<file path="config.mk">
export PLATFORM = sky130hd
export DESIGN_NAME = xorshift_range_chance_generator
export DESIGN_NICKNAME = d
export VERILOG_FILES = /design/src/hw/rtl/xrcg_pkg.sv /design/src/hw/rtl/xrcg_mod_unit.sv /design/src/hw/rtl/xorshift_range_chance_generator.sv
export VERILOG_INCLUDE_DIRS = /design/src /design/src/hw/rtl
export SDC_FILE = /design/constraint.sdc
export NUM_CORES = 1
export LEC_CHECK = 0
export ABC_AREA = 1
export BUFFER_PORTS_ARGS = -buffer_cell sky130_fd_sc_hd__buf_2
export CAP_MARGIN = 20
export CELL_PAD_IN_SITES_DETAIL_PLACEMENT = 1
export CELL_PAD_IN_SITES_GLOBAL_PLACEMENT = 1
export CORE_ASPECT_RATIO = 1.5
export CORE_UTILIZATION = 50
export CTS_BUF_LIST = sky130_fd_sc_hd__clkbuf_2
export CTS_CLUSTER_SIZE = 10
export DETAILED_ROUTE_END_ITERATION = 7
export HOLD_SLACK_MARGIN = 0.05
export PLACE_DENSITY_LB_ADDON = 0.08
export SETUP_SLACK_MARGIN = 0.5
export SYNTH_ARGS = -nofsm -noshare
export SYNTH_HDL_FRONTEND = slang
export SYNTH_SLANG_ARGS = --single-unit
</file>
<file path="constraint.sdc">
create_clock -name i_clk -period 8.45 [get_ports i_clk]
set_input_delay 0.4225 -clock i_clk [delete_from_list [all_inputs] [get_ports i_clk]]
set_output_delay 0.4225 -clock i_clk [all_outputs]
set_load 0.01 [all_outputs]
</file>
<file path="src/hw/rtl/xorshift_range_chance_generator_macros.svh">
// assertion helpers for the range and chance generator
`ifndef XORSHIFT_RANGE_CHANCE_GENERATOR_MACROS_SVH
`define XORSHIFT_RANGE_CHANCE_GENERATOR_MACROS_SVH

// same-cycle implication, inactive during reset
`define XRCG_ASSERT_NOW(lbl, clk, rst_n, ante, cons, msg) \
    lbl: assert property (@(posedge clk) disable iff (!(rst_n)) (ante) |-> (cons)) \
        else $error(msg);

// next-cycle implication, inactive during reset
`define XRCG_ASSERT_NEXT(lbl, clk, rst_n, ante, cons, msg) \
    lbl: assert property (@(posedge clk) disable iff (!(rst_n)) (ante) |=> (cons)) \
        else $error(msg);

`endif

</file>
<file path="src/hw/rtl/xrcg_pkg.sv">
package xrcg_pkg;

    localparam int WORD_W   = 32;
    localparam int PCT_W    = 7;
    localparam int STEPS    = WORD_W;
    localparam int CNT_W    = $clog2(STEPS);

    localparam int SH_A     = 13;
    localparam int SH_B     = 17;
    localparam int SH_C     = 5;

    localparam logic [PCT_W:0]      PCT_MOD  = (PCT_W + 1)'(100);
    localparam logic [WORD_W-1:0]   SEED_ONE = WORD_W'(1);
    localparam logic [CNT_W-1:0]    CNT_LAST = CNT_W'(STEPS - 1);

    typedef struct packed {
        logic signed [WORD_W-1:0] range_low;
        logic signed [WORD_W-1:0] range_high;
        logic [PCT_W-1:0]         percent;
    } t_req;

    typedef struct packed {
        logic [WORD_W-1:0]        raw_word;
        logic signed [WORD_W-1:0] ranged_value;
        logic                     hit;
    } t_rsp;

    typedef struct packed {
        logic busy;
        logic done;
    } t_div_stat;

    function automatic logic [WORD_W-1:0] f_xorshift(input logic [WORD_W-1:0] x);
        logic [WORD_W-1:0] a;
        logic [WORD_W-1:0] b;
        a = x ^ (x << SH_A);
        b = a ^ (a >> SH_B);
        return b ^ (b << SH_C);
    endfunction

endpackage

</file>
<file path="src/hw/rtl/xrcg_mod_unit.sv">
module xrcg_mod_unit (
    input  logic                          i_clk,
    input  logic                          i_rst_n,
    input  logic                          i_start,
    input  logic [xrcg_pkg::WORD_W-1:0]   i_dividend,
    input  logic [xrcg_pkg::WORD_W-1:0]   i_divisor,
    output xrcg_pkg::t_div_stat           o_stat,
    output logic [xrcg_pkg::WORD_W-1:0]   o_rem,
    output logic [xrcg_pkg::PCT_W-1:0]    o_rem_pct
);
    import xrcg_pkg::*;

    logic                r_busy;
    logic                r_done;
    logic [CNT_W-1:0]    r_cnt;
    logic [WORD_W-1:0]   r_dvd;
    logic [WORD_W-1:0]   r_div;
    logic [WORD_W-1:0]   r_rem;
    logic [PCT_W-1:0]    r_pct;

    logic [WORD_W-1:0]   n_rem;
    logic [PCT_W-1:0]    n_pct;
    logic [WORD_W:0]     w_trial;
    logic [PCT_W:0]      w_trial_pct;

    always_comb begin
        w_trial     = {r_rem, r_dvd[WORD_W-1]};
        w_trial_pct = {r_pct, r_dvd[WORD_W-1]};
        if (w_trial >= {1'b0, r_div}) begin
            n_rem = WORD_W'(w_trial - {1'b0, r_div});
        end else begin
            n_rem = w_trial[WORD_W-1:0];
        end
        if (w_trial_pct >= PCT_MOD) begin
            n_pct = PCT_W'(w_trial_pct - PCT_MOD);
        end else begin
            n_pct = w_trial_pct[PCT_W-1:0];
        end
    end

    always_ff @(posedge i_clk) begin
        if (!i_rst_n) begin
            r_busy <= 1'b0;
            r_done <= 1'b0;
            r_cnt  <= '0;
        end else begin
            r_done <= r_busy && (r_cnt == CNT_LAST);
            if (i_start) begin
                r_busy <= 1'b1;
                r_cnt  <= '0;
            end else if (r_busy) begin
                r_cnt <= r_cnt + 1'b1;
                if (r_cnt == CNT_LAST) begin
                    r_busy <= 1'b0;
                end
            end
        end
    end

    always_ff @(posedge i_clk) begin
        if (i_start) begin
            r_dvd <= i_dividend;
            r_div <= i_divisor;
            r_rem <= '0;
            r_pct <= '0;
        end else if (r_busy) begin
            r_dvd <= r_dvd << 1;
            r_rem <= n_rem;
            r_pct <= n_pct;
        end
    end

    assign o_stat.busy = r_busy;
    assign o_stat.done = r_done;
    assign o_rem       = r_rem;
    assign o_rem_pct   = r_pct;

endmodule

</file>
<file path="src/hw/rtl/xorshift_range_chance_generator.sv">
// Range and chance random generator on a 32-bit xorshift core.
// Request channel: i_valid / o_ready with i_req (range_low, range_high, percent).
// Each accepted request takes one xorshift32 step of the state; a seed write wins.
// Response channel: o_valid / i_ready with o_rsp (raw_word, ranged_value, hit).
// ranged_value = range_low + raw_word mod (range_high - range_low + 1), all
// 32-bit wrapping; a span of zero gives range_low + raw_word. hit is set when
// raw_word mod 100 is below percent.
// Both remainders come from one shared restoring divider, one quotient bit per
// cycle; the result is loaded into the response register when the divider is
// done, and the state returns to idle on that edge, so a new request is taken
// only after the previous result has landed.
// One request is in flight at a time: o_ready is low while the divider runs.
// A response waiting in the output register does not block the next request;
// if the receiver stalls, a finished result holds in the divider until the
// output register frees up.
// Config channel: i_cfg_valid / o_cfg_ready with i_cfg_seed loads the state;
// a zero seed loads 1. Write only while idle.
// Reset: state becomes 1, no response pending, ready to accept.
module xorshift_range_chance_generator (
    input  logic                          i_clk,
    input  logic                          i_rst_n,
    input  logic                          i_valid,
    output logic                          o_ready,
    input  xrcg_pkg::t_req                i_req,
    output logic                          o_valid,
    input  logic                          i_ready,
    output xrcg_pkg::t_rsp                o_rsp,
    input  logic                          i_cfg_valid,
    output logic                          o_cfg_ready,
    input  logic [xrcg_pkg::WORD_W-1:0]   i_cfg_seed
);
    import xrcg_pkg::*;
    `include "xorshift_range_chance_generator_macros.svh"

    localparam logic [1:0] ST_IDLE = 2'd0;
    localparam logic [1:0] ST_RUN  = 2'd1;
    localparam logic [1:0] ST_WAIT = 2'd2;

    logic [1:0]               r_fsm;
    logic [1:0]               n_fsm;
    logic [WORD_W-1:0]        r_gen;
    logic [WORD_W-1:0]        r_word;
    logic signed [WORD_W-1:0] r_low;
    logic [PCT_W-1:0]         r_pct;
    logic                     r_out_valid;
    t_rsp                     r_rsp;

    logic                     w_in_acc;
    logic                     w_out_free;
    logic                     w_load;
    logic [WORD_W-1:0]        w_next_word;
    logic [WORD_W-1:0]        w_span;
    t_div_stat                w_stat;
    logic [WORD_W-1:0]        w_rem;
    logic [PCT_W-1:0]         w_rem_pct;

    assign w_in_acc    = i_valid && o_ready;
    assign w_out_free  = !r_out_valid || i_ready;
    assign w_next_word = f_xorshift(r_gen);
    assign w_span      = WORD_W'(i_req.range_high - i_req.range_low + WORD_W'(1));

    xrcg_mod_unit u_mod (
        .i_clk      (i_clk),
        .i_rst_n    (i_rst_n),
        .i_start    (w_in_acc),
        .i_dividend (w_next_word),
        .i_divisor  (w_span),
        .o_stat     (w_stat),
        .o_rem      (w_rem),
        .o_rem_pct  (w_rem_pct)
    );

    always_comb begin
        n_fsm  = r_fsm;
        w_load = 1'b0;
        case (r_fsm)
            ST_IDLE: begin
                if (w_in_acc) begin
                    n_fsm = ST_RUN;
                end
            end
            ST_RUN: begin
                if (w_stat.done) begin
                    if (w_out_free) begin
                        w_load = 1'b1;
                        n_fsm  = ST_IDLE;
                    end else begin
                        n_fsm = ST_WAIT;
                    end
                end
            end
            ST_WAIT: begin
                if (w_out_free) begin
                    w_load = 1'b1;
                    n_fsm  = ST_IDLE;
                end
            end
            default: begin
                n_fsm = ST_IDLE;
            end
        endcase
    end

    always_ff @(posedge i_clk) begin
        if (!i_rst_n) begin
            r_fsm       <= ST_IDLE;
            r_gen       <= SEED_ONE;
            r_out_valid <= 1'b0;
        end else begin
            r_fsm <= n_fsm;
            if (i_cfg_valid && o_cfg_ready) begin
                r_gen <= (i_cfg_seed == '0) ? SEED_ONE : i_cfg_seed;
            end else if (w_in_acc) begin
                r_gen <= w_next_word;
            end
            if (w_load) begin
                r_out_valid <= 1'b1;
            end else if (i_ready) begin
                r_out_valid <= 1'b0;
            end
        end
    end

    always_ff @(posedge i_clk) begin
        if (w_in_acc) begin
            r_word <= w_next_word;
            r_low  <= i_req.range_low;
            r_pct  <= i_req.percent;
        end
        if (w_load) begin
            r_rsp.raw_word     <= r_word;
            r_rsp.ranged_value <= WORD_W'(r_low + w_rem);
            r_rsp.hit          <= (w_rem_pct < r_pct);
        end
    end

    assign o_ready     = (r_fsm == ST_IDLE);
    assign o_cfg_ready = 1'b1;
    assign o_valid     = r_out_valid;
    assign o_rsp       = r_rsp;

    `XRCG_ASSERT_NEXT(a_start_runs, i_clk, i_rst_n, w_in_acc, (r_fsm == ST_RUN) && w_stat.busy, "request accepted but divider not running")
    `XRCG_ASSERT_NOW(a_done_in_run, i_clk, i_rst_n, w_stat.done, r_fsm == ST_RUN, "divider finished outside run state")
    `XRCG_ASSERT_NOW(a_ready_idle_div, i_clk, i_rst_n, o_ready, !w_stat.busy, "ready while divider busy")
    `XRCG_ASSERT_NOW(a_state_nonzero, i_clk, i_rst_n, 1'b1, r_gen != '0, "generator state is zero")

endmodule

</file>
=== Word level (Yosys, flattened, before mapping) ===
Index checks and enable logic that the tools add are counted.

* Register bits: 281
* Bits of input ports: 108
* Logic and storage cells: 66

* Add/subtract/negate cells: 6
* Magnitude comparators: 3
* Equal/unequal tests: 6
* Mux-type cells: 20
* Bitwise operators: 4
* Reductions and logical operators: 11

{| class="wikitable"
|+ Operator list
! operator !! count
|-
| $mux W32 || 6
|-
| $sub A32 B32 Y32 || 2
|-
| $xor A32 B32 Y32 || 2
|-
| $ge A33 B32 Y1 || 1
|-
| $add A32 B2 Y32 const B || 1
|-
| $add A32 B32 Y32 || 1
|-
| $logic_not A32 Y1 || 1
|-
| $xor A32 B15 Y32 || 1
|-
| $ge A8 B7 Y1 const B || 1
|-
| $mux W2 || 4
|-
| $lt A7 B7 Y1 || 1
|-
| $mux W1 || 7
|-
| $mux W7 || 1
|-
| $sub A7 B7 Y7 const B || 1
|-
| $pmux W2 S3 || 1
|-
| $reduce_bool A2 Y1 || 3
|-
| $add A5 B1 Y5 const B || 1
|-
| $eq A5 B5 Y1 const B || 1
|-
| $ne A2 B1 Y1 const B || 2
|-
| $reduce_and A3 Y1 || 1
|-
| $eq A2 B1 Y1 const B || 1
|-
| $eq A2 B2 Y1 const B || 1
|-
| $logic_and A1 B1 Y1 || 2
|-
| $logic_not A2 Y1 || 1
|-
| other kinds (6) || 6
|}

=== Depth between registers and ports, before layout ===
* Depth after elaboration: 6
* Depth in mapped cells: 17
* Gate-level depth less buffers: 16

=== Cells and area by module ===
Synthesis repeated with hierarchy kept, for this count alone.

* Cell total of the unflattened synthesis: 2652
* Area, all modules: 19110.8 sq um

{| class="wikitable"
|+ By module, submodules not included
! module !! instances !! cells each !! area an instance (sq um) !! sequential area each (sq um)
|-
| xorshift_range_chance_generator || 1 || 1607 || 11945.2 || 4784.6
|-
| xrcg_mod_unit || 1 || 1045 || 7165.6 || 2842.7
|}

=== Worst setup path after synthesis ===
No wires, ideal clock.

* Path type: register -> register
* From: register r_fsm[0]
* To: register r_rsp, in the netlist o_rsp[0], enable pin
* Library setup time: 0.489 ns
* Data arrival time: 3.444 ns
* Data required time: 7.961 ns
* Setup slack: 4.517 ns
* Stages on the path, launching flop included: 5
* Path buffers: 0
* Period minus slack after synthesis: 3.933 ns
* Cells stage by stage: dfxtp_1 inv_1 ha_1 nand2_1 nor2_1

* Cells in the longest elaborated chain, start to end: 2

{| class="wikitable"
|+ Ends and longest elaborated chain
! what !! RTL line !! RTL
|-
| start: declaration || xorshift_range_chance_generator.sv:39 || <nowiki>logic [1:0] r_fsm;</nowiki>
|-
| start signal: assignment || xorshift_range_chance_generator.sv:110 || <nowiki>r_fsm <= n_fsm;</nowiki>
|-
| $eq A2 B2 Y1 / $eq A2 B1 Y1 (equally long branches) || xorshift_range_chance_generator.sv:76 || <nowiki>case (r_fsm)</nowiki>
|-
| $pmux W1 S2 * || xorshift_range_chance_generator.sv:76 ||
|-
| via w_load || xorshift_range_chance_generator.sv:50 || <nowiki>logic w_load;</nowiki>
|-
| end: declaration || xorshift_range_chance_generator.sv:46 || <nowiki>t_rsp r_rsp;</nowiki>
|}

Mark *: on every way through the listed nets, which the timed path passes. The rest lies on a longest branch.
A chain may end at the register's enable or synchronous reset.

=== Final worst setup path ===
* From: register r_fsm[0]
* To: register u_mod.r_rem[28], in the netlist u_mod.o_rem[28]

* Cells in the longest elaborated chain, start to end: 2

{| class="wikitable"
|+ Ends and longest elaborated chain
! what !! RTL line !! RTL
|-
| $logic_not A2 Y1 || xorshift_range_chance_generator.sv:137 || <nowiki>assign o_ready = (r_fsm == ST_IDLE);</nowiki>
|-
| $logic_and A1 B1 Y1 || xorshift_range_chance_generator.sv:57 || <nowiki>assign w_in_acc = i_valid && o_ready;</nowiki>
|-
| end signal: assignment || xrcg_mod_unit.sv:68 || <nowiki>r_rem <= n_rem;</nowiki>
|-
| end: declaration || xrcg_mod_unit.sv:18 || <nowiki>logic [WORD_W-1:0] r_rem;</nowiki>
|}

No other way between the ends.

==> impl_metrics.toml <==
[yosys]
ys.flop_type = "edfxtp_1"
seq_area_frac_synth_pct = 42.7
syn_area_um2 = 17900
ys_ff_latch = 281
synth_cell_type_count = 50
syn_nets = 2446
synthCells = 2198
synth_enable_flop_cells = 200
ys_async_sr_fraction_pct = 0
synth_warnings = 0
syn_avg_cell_area_um2 = 8.14

[timing]
fmax_mhz = 267
worstMarginPinSlew_ns = 1.08
fin_ws_ns = 4.70
relSlewSlack_pct = 27.7
fin_tns_setup_ns = 0
setup_viol = 0
min_period_ns = 3.75
finalClockSkew_ns = 0.0821
slew_viol_final = 0
rsz0062_at_grt = "no"
min_period_over_period_pct = 44.4
finalHoldViolCount = 0

[detailed_routing]
first_iter_violations = 892
avgRoutedWirePerCell_um = 22.7
via_per_inst = 5.59
wirelength_um = 68900
dr.pass1.iters = 4
drtAntennaViolNets = 0
vias = 16900
drc = 0

[clock_network]
clkLatencyLatePin_ns = 1.00
cts_tree = "yes"
htree_levels = 3
clock-sinks = 281
numCtsBuffers = 72
ctsResizeCount = 0
path_clk_slew_ns = 0.13
cts_root_buf = "clkbuf_2"
cts_buffer_depth = 3

[critical_path]
cp_slowest_stage_delay_ns = 0.68
crit_arrival_ns = 4.63
crit_type = "reg -> reg"
critPathMostFrequentCell = "nand2_1"
crit_family = "buffers and inverters"
startpoint_type = "register"
crit_path_top_delay_cell = "nor2_2"
critPathCaptureType = "register"
path_max_fanout = 76
crit_path_cell_trace = "inv_1 -> ha_1 -> nand2_1 -> buf_4 -> inv_6 -> buf_4 -> nor2_2 -> buf_4 -> nand2_1 -> inv_1 -> nand2_1 -> nand2_1"
cp.required_ns = 9.33
worst-path-buf-inv = 6

[floorplan]
die_y_um = 234
rows = 84
core_area_um2 = 35100
start_util_pct = 50.9
die_area_um2 = 36500
io_pins = 176
die_w_um = 156

[global_route]
groute.usage.overall_pct = 38.6
grt_pass1_wl_um = 104000
grt.overflow.total = 0
antenna_found_initial = 5
grt_pass1_vias = 18500
grt_max_degree = 77

[power_and_ir_drop]
p_leak_nw = 10.3
ir_drop_v = 0.000268
powerDensity_nw_per_um2 = 250

[place]
port_buffers = 174
hpwl_um = 48600
pre_cts_ws_ns = 4.86
gp_congestion = 0.962

[finish]
nets = 2745
layout_common_cells = "nand2_1 (625), inv_1 (348), edfxtp_1 (200)"
final_common_cell = "nand2_1"
area_delta_synth_final_pct = 16.2
drive_gt1_share_pct = 13.9
fill_cells = 4398

[status]
status = "finished clean"

[job]
maxCapViolCount = 0

[hold_path]
hp-class = "in -> reg"
cells in the mapped netlist, types with 3 or more instances:
cell type / number / area, um^2
a211oi_1: 4 / 30.0
a21o_1: 11 / 82.6
a21oi_1: 110 / 551
a221oi_1: 12 / 105
a31oi_1: 19 / 119
and2_1: 3 / 18.8
buf_1: 7 / 26.3
buf_2: 6 / 30.0
buf_4: 5 / 37.5
buf_6: 3 / 33.8
clkbuf_1: 15 / 56.3
dfxtp_1: 81 / 1620
edfxtp_1: 200 / 6010
fa_1: 3 / 60.1
ha_1: 137 / 1710
inv_1: 349 / 1310
nand2_1: 625 / 2350
nand2_2: 8 / 50.1
nand3_1: 137 / 686
nand3_2: 8 / 80.1
nand3b_1: 16 / 120
nand4_1: 28 / 175
nor2_1: 145 / 544
nor2_2: 7 / 43.8
nor2_4: 4 / 45.0
nor3_1: 9 / 45.0
nor4_1: 5 / 31.3
o21a_1: 12 / 90.1
o21ai_0: 51 / 255
o21ai_1: 12 / 60.1
o21bai_1: 14 / 105
o22ai_1: 6 / 37.5
xnor2_1: 40 / 350
xnor2_2: 9 / 146
xor2_1: 74 / 648
xor2_2: 5 / 81.3
cell families (layout without fill, tap and decap cells):
kind of cell / Yosys count / count (layout) / share of synthesized area, %
fa+ha+maj: 140 / 140 / 9.92
flops: 281 / 281 / 42.7
buf+inv: 390 / 744 / 8.52
xor+xnor: 128 / 128 / 6.86
compound gates: 259 / 259 / 8.39
simple gates: 999 / 999 / 23.6
other cells: 1 / 4 / 0.0210
per-layer routing:
layer / share of wire [%] / vias up / global-route usage (%)
li1: - / 7803 / -
met1: 34 / 8118 / 36.4
met2: 52 / 689 / 70.2
met3: 4.9 / 301 / 6.16
met4: 9.9 / 4 / 36.5
met5: 0.028 / - / 0
cell type report:
class | count | area [um^2] | share of cell area (%)
Tap cell | 473 | 592 | 2.85
Sequential cell | 281 | 7630 | 36.7
Clock inverter | 19 | 200 | 0.964
Clock buffer | 110 | 551 | 2.65
Timing Repair Buffer | 262 | 1730 | 8.32
Antenna cell | 3 | 7.51 | 0.0361
Multi-Input combinational cell | 1527 | 8740 | 42.1
Inverter | 353 | 1330 | 6.40
worst paths after layout:
| kind | startpoint | end | slack, ns | cells after the start |
|---|---|---|---|---|
| setup / recovery | r_fsm[0]$_SDFFE_PN0P_ | u_mod.o_rem[28]$_SDFFE_PP0P_ | 4.70 | 12 |
| hold / removal | i_req[37] | u_mod.r_div[31]$_DFFE_PP_ | 0.13 | 5 |
| setup reg to reg | r_fsm[0]$_SDFFE_PN0P_ | u_mod.o_rem[28]$_SDFFE_PP0P_ | 4.70 | 12 |
| hold reg to reg | r_word[1]$_DFFE_PP_ | o_rsp[34]$_DFFE_PP_ | 0.44 | 0 |
report_power, final:
part | total [mW] | switching, mW | internal [mW]
registers | 2.20 | 0.210 | 1.99
logic | 1.88 | 1.33 | 0.546
clock network | 1.12 | 0.651 | 0.471
metrics by stage:
step | power [mW] | hold slack, ns | cells | util [%] | instance area (um^2)
after floorplan | 3.25 | 0.400 | 2198 | - | 17900
after global placement | 3.84 | 0.405 | 2816 | 54.8 | 19200
after detailed placement | 3.92 | 0.406 | 2816 | 54.8 | 19200
after CTS | 5.04 | 0.0697 | 3024 | 59.1 | 20800
after global routing | 5.41 | 0.131 | 3028 | 59.2 | 20800
final | 5.20 | 0.130 | 3028 | 59.2 | 20800
registers in the layout, summed over array words and instances (netlist names), 32 cells and up:
| signal | cells |
|---|---|
| u_mod.r_div | 32 |
| o_rsp | 65 |
| r_gen | 32 |
| r_word | 32 |
| u_mod.r_dvd | 32 |
| r_low | 32 |
| u_mod.o_rem | 32 |
worst reg2reg max path: stages (launching register included):
cell and delay (ns):
dfxtp_1 0.37, inv_1 0.08, ha_1 0.24, nand2_1 0.09, buf_4 0.49, inv_6 0.44, buf_4 0.57, nor2_2 0.71
buf_4 0.43, nand2_1 0.12, inv_1 0.06, nand2_1 0.04, nand2_1 0.05
timing repair:
item / CTS / global route
buffers inserted: 0 / 0
endpoints found under the hold margin: 84 / 0
hold buffers: 79 / 0
Power figures use the tool's default switching activity.
